`src/hw/rtl/mmdn_pkg.sv`:
```
// Shared types and constants for the min/max display normalizer.
// No dependencies; used by every module of the block.
package mmdn_pkg;

    // sample and register widths
    localparam int SAMPLE_W = 24;
    localparam int CFG_W    = 24;
    localparam int CMP_W    = (SAMPLE_W > CFG_W) ? SAMPLE_W : CFG_W;
    localparam int PIX_W    = 8;
    localparam int FUNC_W   = 2;
    // dividend num*510 + span needs SAMPLE_W + 9 bits, plus one of headroom
    localparam int REM_W    = SAMPLE_W + 10;
    // one divider cell per quotient bit
    localparam int N_CELLS  = PIX_W;

    localparam logic [PIX_W-1:0] PIX_MAX = {PIX_W{1'b1}};

    typedef enum logic [FUNC_W-1:0] {
        FUNC_CLEAR   = 2'd0,
        FUNC_MEASURE = 2'd1,
        FUNC_CONVERT = 2'd2
    } t_func;

    // convert item after range classification
    typedef struct packed {
        logic                valid;
        logic                bypass;  // pixel already known (flat or clamped)
        logic                flat;
        logic [PIX_W-1:0]    pix;
        logic [SAMPLE_W-1:0] num;     // sample - range_low
        logic [SAMPLE_W-1:0] span;    // range_high - range_low
    } t_front;

    // item travelling down the divider chain
    typedef struct packed {
        logic             valid;
        logic             bypass;
        logic             flat;
        logic [PIX_W-1:0] pix;        // quotient bits shifted in, or fixed value
        logic [REM_W-1:0] rem;        // partial remainder
        logic [REM_W-1:0] dsr;        // divisor aligned to the top quotient bit
    } t_stage;

endpackage

```
`src/hw/rtl/mmdn_range.sv`:
```
// Range tracker and front classification stage of the normalizer.
// Holds min/max/seen and the span floor; depends on mmdn_pkg.
module mmdn_range
    import mmdn_pkg::*;
(
    input  logic                i_clk,
    input  logic                i_rst_n,
    input  logic                i_en,        // chain advances this cycle
    input  logic                i_acc,       // input transaction taken
    input  logic [FUNC_W-1:0]   i_func,
    input  logic [SAMPLE_W-1:0] i_sample,
    input  logic                i_cfg_wr_en,
    input  logic [CFG_W-1:0]    i_cfg_wr_data,
    output t_front              o_front
);

    localparam logic signed [SAMPLE_W-1:0] MOST_POS = {1'b0, {(SAMPLE_W-1){1'b1}}};
    localparam logic signed [SAMPLE_W-1:0] MOST_NEG = {1'b1, {(SAMPLE_W-1){1'b0}}};

    logic signed [SAMPLE_W-1:0] r_low, n_low;
    logic signed [SAMPLE_W-1:0] r_high, n_high;
    logic                       r_seen, n_seen;
    logic [CFG_W-1:0]           r_min_span;
    t_front                     r_front, n_front;

    logic signed [SAMPLE_W-1:0] v;
    logic [SAMPLE_W-1:0]        span;
    logic                       is_flat;

    assign v    = i_sample;
    assign span = SAMPLE_W'(r_high - r_low);

    // flat when nothing measured, inverted range, or span at or under the floor
    assign is_flat = !r_seen || (r_high < r_low) ||
                     (CMP_W'(span) <= CMP_W'(r_min_span));

    // range update and convert classification
    always_comb begin
        n_low   = r_low;
        n_high  = r_high;
        n_seen  = r_seen;
        n_front = '0;
        if (i_acc) begin
            unique case (i_func)
                FUNC_CLEAR: begin
                    n_low  = MOST_POS;
                    n_high = MOST_NEG;
                    n_seen = 1'b0;
                end
                FUNC_MEASURE: begin
                    if (v < r_low)  n_low  = v;
                    if (v > r_high) n_high = v;
                    n_seen = 1'b1;
                end
                FUNC_CONVERT: begin
                    n_front.valid = 1'b1;
                    n_front.num   = SAMPLE_W'(v - r_low);
                    n_front.span  = span;
                    if (is_flat) begin
                        n_front.bypass = 1'b1;
                        n_front.flat   = 1'b1;
                    end else if (v <= r_low) begin
                        n_front.bypass = 1'b1;
                    end else if (v >= r_high) begin
                        n_front.bypass = 1'b1;
                        n_front.pix    = PIX_MAX;
                    end
                end
                default: ;  // unused code: ignored
            endcase
        end
    end

    // range state
    always_ff @(posedge i_clk) begin
        if (!i_rst_n) begin
            r_low  <= MOST_POS;
            r_high <= MOST_NEG;
            r_seen <= 1'b0;
        end else begin
            r_low  <= n_low;
            r_high <= n_high;
            r_seen <= n_seen;
        end
    end

    // span floor register
    always_ff @(posedge i_clk) begin
        if (!i_rst_n) begin
            r_min_span <= '0;
        end else if (i_cfg_wr_en) begin
            r_min_span <= i_cfg_wr_data;
        end
    end

    // front stage register
    always_ff @(posedge i_clk) begin
        if (!i_rst_n) begin
            r_front.valid <= 1'b0;
        end else if (i_en) begin
            r_front <= n_front;
        end
    end

    assign o_front = r_front;

endmodule

```
`src/hw/rtl/mmdn_div_cell.sv`:
```
// One restoring-division cell: resolves one quotient bit per pass.
// Depends on mmdn_pkg; chained N_CELLS deep in the top level.
module mmdn_div_cell
    import mmdn_pkg::*;
(
    input  logic   i_clk,
    input  logic   i_rst_n,
    input  logic   i_en,
    input  t_stage i_stage,
    output t_stage o_stage
);

    t_stage           r_stage, n_stage;
    logic             ge;
    logic [REM_W-1:0] diff;

    assign ge   = (i_stage.rem >= i_stage.dsr);
    assign diff = i_stage.rem - i_stage.dsr;

    // subtract if it fits, double the remainder, shift in the quotient bit unless bypassed
    always_comb begin
        n_stage     = i_stage;
        n_stage.rem = ge ? {diff[REM_W-2:0], 1'b0} : {i_stage.rem[REM_W-2:0], 1'b0};
        if (!i_stage.bypass) begin
            n_stage.pix = {i_stage.pix[PIX_W-2:0], ge};
        end
    end

    always_ff @(posedge i_clk) begin
        if (!i_rst_n) begin
            r_stage.valid <= 1'b0;
        end else if (i_en) begin
            r_stage <= n_stage;
        end
    end

    assign o_stage = r_stage;

endmodule

```
`src/hw/rtl/min_max_display_normalizer.sv`:
```
// Min/max display normalizer: range tracking plus an 8-cell divider chain.
// A transaction passes the front register, the prep register and the 8 cells.
// Throughput: one transaction per cycle; the whole chain stalls while the
// result in the last cell is not taken. Clear/measure items give no result.
// Reset (i_rst_n, synchronous, active low) empties the chain, sets the range
// to empty and the span floor to 0. Depends on mmdn_pkg, mmdn_range, mmdn_div_cell.
module min_max_display_normalizer
    import mmdn_pkg::*;
(
    input  logic                i_clk,
    input  logic                i_rst_n,
    input  logic                i_s_tvalid,
    output logic                o_s_tready,
    input  logic [SAMPLE_W-1:0] i_s_tdata,     // [23:0] sample
    input  logic [FUNC_W-1:0]   i_s_tuser,     // [1:0] func
    output logic                o_m_tvalid,
    input  logic                i_m_tready,
    output logic [PIX_W-1:0]    o_m_tdata,     // [7:0] pixel
    output logic                o_m_tuser,     // [0] flat
    input  logic                i_cfg_wr_en,
    input  logic [CFG_W-1:0]    i_cfg_wr_data  // min_span
);

    logic   en;
    logic   acc;
    t_front front;
    t_stage r_prep, n_prep;
    t_stage chain [N_CELLS+1];

    // whole chain moves unless a finished result is held back
    assign en         = !chain[N_CELLS].valid || i_m_tready;
    assign o_s_tready = en;
    assign acc        = i_s_tvalid && en;

    mmdn_range u_range (
        .i_clk         (i_clk),
        .i_rst_n       (i_rst_n),
        .i_en          (en),
        .i_acc         (acc),
        .i_func        (i_s_tuser),
        .i_sample      (i_s_tdata),
        .i_cfg_wr_en   (i_cfg_wr_en),
        .i_cfg_wr_data (i_cfg_wr_data),
        .o_front       (front)
    );

    // dividend num*510 + span, divisor 2*span aligned to quotient bit 7
    always_comb begin
        n_prep        = '0;
        n_prep.valid  = front.valid;
        n_prep.bypass = front.bypass;
        n_prep.flat   = front.flat;
        n_prep.pix    = front.pix;
        n_prep.rem    = (REM_W'(front.num) << 9) - (REM_W'(front.num) << 1)
                        + REM_W'(front.span);
        n_prep.dsr    = REM_W'(front.span) << PIX_W;
    end

    always_ff @(posedge i_clk) begin
        if (!i_rst_n) begin
            r_prep.valid <= 1'b0;
        end else if (en) begin
            r_prep <= n_prep;
        end
    end

    assign chain[0] = r_prep;

    // divider chain, one quotient bit per cell
    for (genvar g = 0; g < N_CELLS; g++) begin : g_cell
        mmdn_div_cell u_cell (
            .i_clk   (i_clk),
            .i_rst_n (i_rst_n),
            .i_en    (en),
            .i_stage (chain[g]),
            .o_stage (chain[g+1])
        );
    end

    assign o_m_tvalid = chain[N_CELLS].valid;
    assign o_m_tdata  = chain[N_CELLS].pix;
    assign o_m_tuser  = chain[N_CELLS].flat;

endmodule
```
`config.mk`:
```
export PLATFORM = sky130hd
export DESIGN_NAME = min_max_display_normalizer
export DESIGN_NICKNAME = d
export VERILOG_FILES = /design/src/hw/rtl/mmdn_pkg.sv /design/src/hw/rtl/mmdn_range.sv /design/src/hw/rtl/mmdn_div_cell.sv /design/src/hw/rtl/min_max_display_normalizer.sv
export SDC_FILE = /design/constraint.sdc
export NUM_CORES = 1
export LEC_CHECK = 0
export ABC_AREA = 0
export BUFFER_PORTS_ARGS = -buffer_cell sky130_fd_sc_hd__buf_2
export CORE_AREA = 2 2 354 268
export DETAILED_ROUTE_END_ITERATION = 10
export DIE_AREA = 0 0 356 270
export PLACE_DENSITY = 0.64
export SKIP_CTS_REPAIR_TIMING = 1
export SLEW_MARGIN = 20
export SYNTH_ARGS = -nofsm -noshare
export SYNTH_HDL_FRONTEND = slang
export SYNTH_SLANG_ARGS = --single-unit
```
`constraint.sdc`:
```
create_clock -name i_clk -period 13.2 [get_ports i_clk]
set_input_delay 0 -clock i_clk [delete_from_list [all_inputs] [get_ports i_clk]]
set_output_delay 0 -clock i_clk [all_outputs]
set_load 0.03 [all_outputs]
```
==> qor.yml <==
run:
  maxCapViolCount: 0
synth:
  synth_top_area_cell: "edfxtp_1"
  synth-adder-area-share: 0.125
  synth_compound_area_frac: 0.154
  synth-simple-area-share: 0.113
  yosys_warnings: 0
  synth-main-ff-cell: "edfxtp_1"
  synthTopCellsByArea: "edfxtp_1, ha_1, dfxtp_1"
  syn_area_per_cell_sq_um: 10.6
  seq_area_frac_synth: 0.486
  syn_nets: 3895
  synth_top_family_by_area: "compound AO/OA/AOI/OAI gates"
  yosysTopAreaCellShare: 0.441
  syn_area_sq_mm: 0.0368
  yosys.area_share.xor_xnor: 0.0452
  synth_cells: 3488
  ys_types: 85
  synth.area.mux_share: 0.0244
  synth-edff-count: 540
  ys_seq_elements: 623
  ys_async_sr_fraction: 0
clock_network:
  clock_sinks: 623
  cts_tree: "done"
  clockBufferDepth: 3
  numCtsBuffers: 69
  cts-root-buf: "clkbuf_16"
  worst_skew_pair.late_latency_ns: 0.63
  clkTransAtPathRegs_ns: 0.06
  cts_max_level: 3
timing:
  hold_viol: 2
  fin_skew_ns: 0.0282
  clock.fmax_mhz: 204
  tns_ns: 0
  whs_ns: -0.0227
  setup-violations-final: 0
  drv_slew: 0
  tightest_slew_ns: 1.09
  timing.final.crit_share: 0.371
  rsz0062_at_grt: "no"
  slew_headroom: 0.273
  period_minus_slack_ns: 4.89
outcome:
  failed_checks: "hold timing"
  status: "finished, violations left"
placed_design:
  numPortBuffers: 65
  dpl.hpwl_mm: 59.1
  place.gp.congestion: 0.897
global_routing:
  grt_pass1_vias: 24284
  antenna_found_initial: 1
  grt_remaining_overflow: 0
  grt_usage: 0.163
  grt_pass1_wl_mm: 128
  grt_max_degree: 171
routing:
  wl_per_cell_um: 16.2
  drc: 0
  dr_total_vias: 25219
  drt_iter0_drc: 1698
  viasPerCell: 5.16
  detail-route-antenna-nets: 0
  dr.pass1.iters: 5
  wirelength_mm: 79.1
worst_setup_path:
  worst-path-stages: 20
  worstRegToRegCells: 20
  critical_path_arrival_ns: 5.24
  cp-end-kind: "flip-flop"
  path_buf_inv: 1
  crit_path_max_fanout: 4
  cp.required_ns: 13.55
  slowest_delay_ns: 0.40
  startpoint_type: "flip-flop"
  critical_path.top_delay_family: "compound AO/OA/AOI/OAI gates"
  path_cells: "inv_1 > ha_1 > nor2b_1 > o21ai_0 > a21boi_0 > o21ai_1 > o21ai_1 > a221o_1 > a211oi_2 > nor2_1 > mux2i_1 > nand4_1 > ha_1 > a21o_1 > a21o_1 > a21oi_1 > o21ai_0 > a2111oi_0 > or3_1 > nor4b_1"
  critPathSlowestCell: "dfxtp_1"
  crit_type: "flip-flop to flip-flop"
die:
  io_pins: 66
  row_count: 97
  core_sq_mm: 0.0927
  die_x_um: 356
  die-area_sq_mm: 0.0961
  die_h_um: 270
  start_util: 0.397
pwr:
  total_power_w: 0.00756
  leakage_nw: 17.3
  pwr_density_cell_mw_per_mm2: 183
  peakVddDrop_uv: 105
hold_path:
  hold_path_class: "primary input to flip-flop"
  hold_depth: 5
layout:
  final_common_cell: "edfxtp_1"
  layout.nets: 4012
  area_growth_pct: 12.0
  fillers: 8737
  drive_gt1_frac: 0.0733
  num_antenna_cells: 0
  layout_common_cells: "edfxtp_1, inv_1, ha_1"
## tightest hold or removal path, delay by kind of cell
kind                   cells  cell delay, ns
multiplexers               1            0.08
AND/OR/NAND/NOR            3            0.37
buffers and inverters      1            0.11
## Yosys cell counts, types with 42 or more instances
| cell | number |
|---|---|
| nand2_1 | 259 |
| edfxtp_1 | 540 |
| xor2_1 | 87 |
| nor3_1 | 82 |
| nor2b_1 | 66 |
| nand2b_1 | 49 |
| nand4_1 | 42 |
| dfxtp_1 | 83 |
| mux2_2 | 47 |
| ha_1 | 327 |
| nor2_1 | 197 |
| clkbuf_1 | 54 |
| xnor2_1 | 103 |
| a21o_1 | 120 |
| a21oi_1 | 220 |
| o21ai_0 | 244 |
| inv_1 | 408 |
| nand3_1 | 42 |
## metal layers
layer | wire length, um | vias up | track usage
li1 | - | 12825 | -
met1 | 38300 | 11792 | 0.226
met2 | 36100 | 469 | 0.266
met3 | 2960 | 133 | 0.0226
met4 | 1790 | 0 | 0.0444
met5 | 0 | - | 0
## kinds of logic (layout without fill, tap and decap cells)
group / count (synthesis) / after routing
simple gates: 857 / 857
compound gates: 889 / 889
flops: 623 / 623
buf+inv: 493 / 659
xor+xnor: 190 / 190
fa+ha+maj: 352 / 352
mux: 84 / 84
## layout make-up
class	instances	area, sq um	area share
clock buffer	78	1760	0.0427
timing repair buffer	131	973	0.0236
tap	1237	1550	0.0375
inverter	408	1530	0.0372
sequential	623	17900	0.434
clock inverter	42	489	0.0119
multi-input combinational	2372	17000	0.413
## report_power, final
group / leakage [nW] / switching, W / internal [W]
clock: 1.10 / 0.000805 / 0.00114
sequential: 6.00 / 0.000200 / 0.00269
combinational: 10.2 / 0.00153 / 0.00119
total: 17.3 / 0.00254 / 0.00502
## metrics by stage
stage / cell area (sq um) / std cells / setup slack [ns] / utilization
CTS: 40700 / 4840 / 8.31 / 0.439
floorplan: 36800 / 3488 / 4.89 / -
global route: 41200 / 4891 / 7.86 / 0.445
detailed placement: 38500 / 4720 / 8.34 / 0.415
finish: 41200 / 4891 / 8.31 / 0.445
global placement: 38500 / 4720 / 8.37 / 0.415
## state kept, by name (all words and copies together), names as in the netlist
signal                 flops
u_range.r_low             24
u_range.o_front           52
u_range.r_high            24
chain                     61
g_cell.u_cell.o_stage    437
u_range.r_min_span        24
u_range.r_seen             1
## path summary, 6_finish.rpt
path | start | to | slack, ns
hold reg to reg | g_cell[3].u_cell.o_stage[76]$_DFFE_PP_ | g_cell[4].u_cell.o_stage[76]$_DFFE_PP_ | 0.42
hold / removal | i_s_tvalid | u_range.r_seen$_SDFFE_PN0P_ | -0.02
setup reg to reg | u_range.r_low[1]$_SDFFE_PN1P_ | u_range.o_front[54]$_SDFFCE_PP0P_ | 8.31
setup / recovery | u_range.r_low[1]$_SDFFE_PN1P_ | u_range.o_front[54]$_SDFFCE_PP0P_ | 8.31
(Power assumes the default switching activity.)
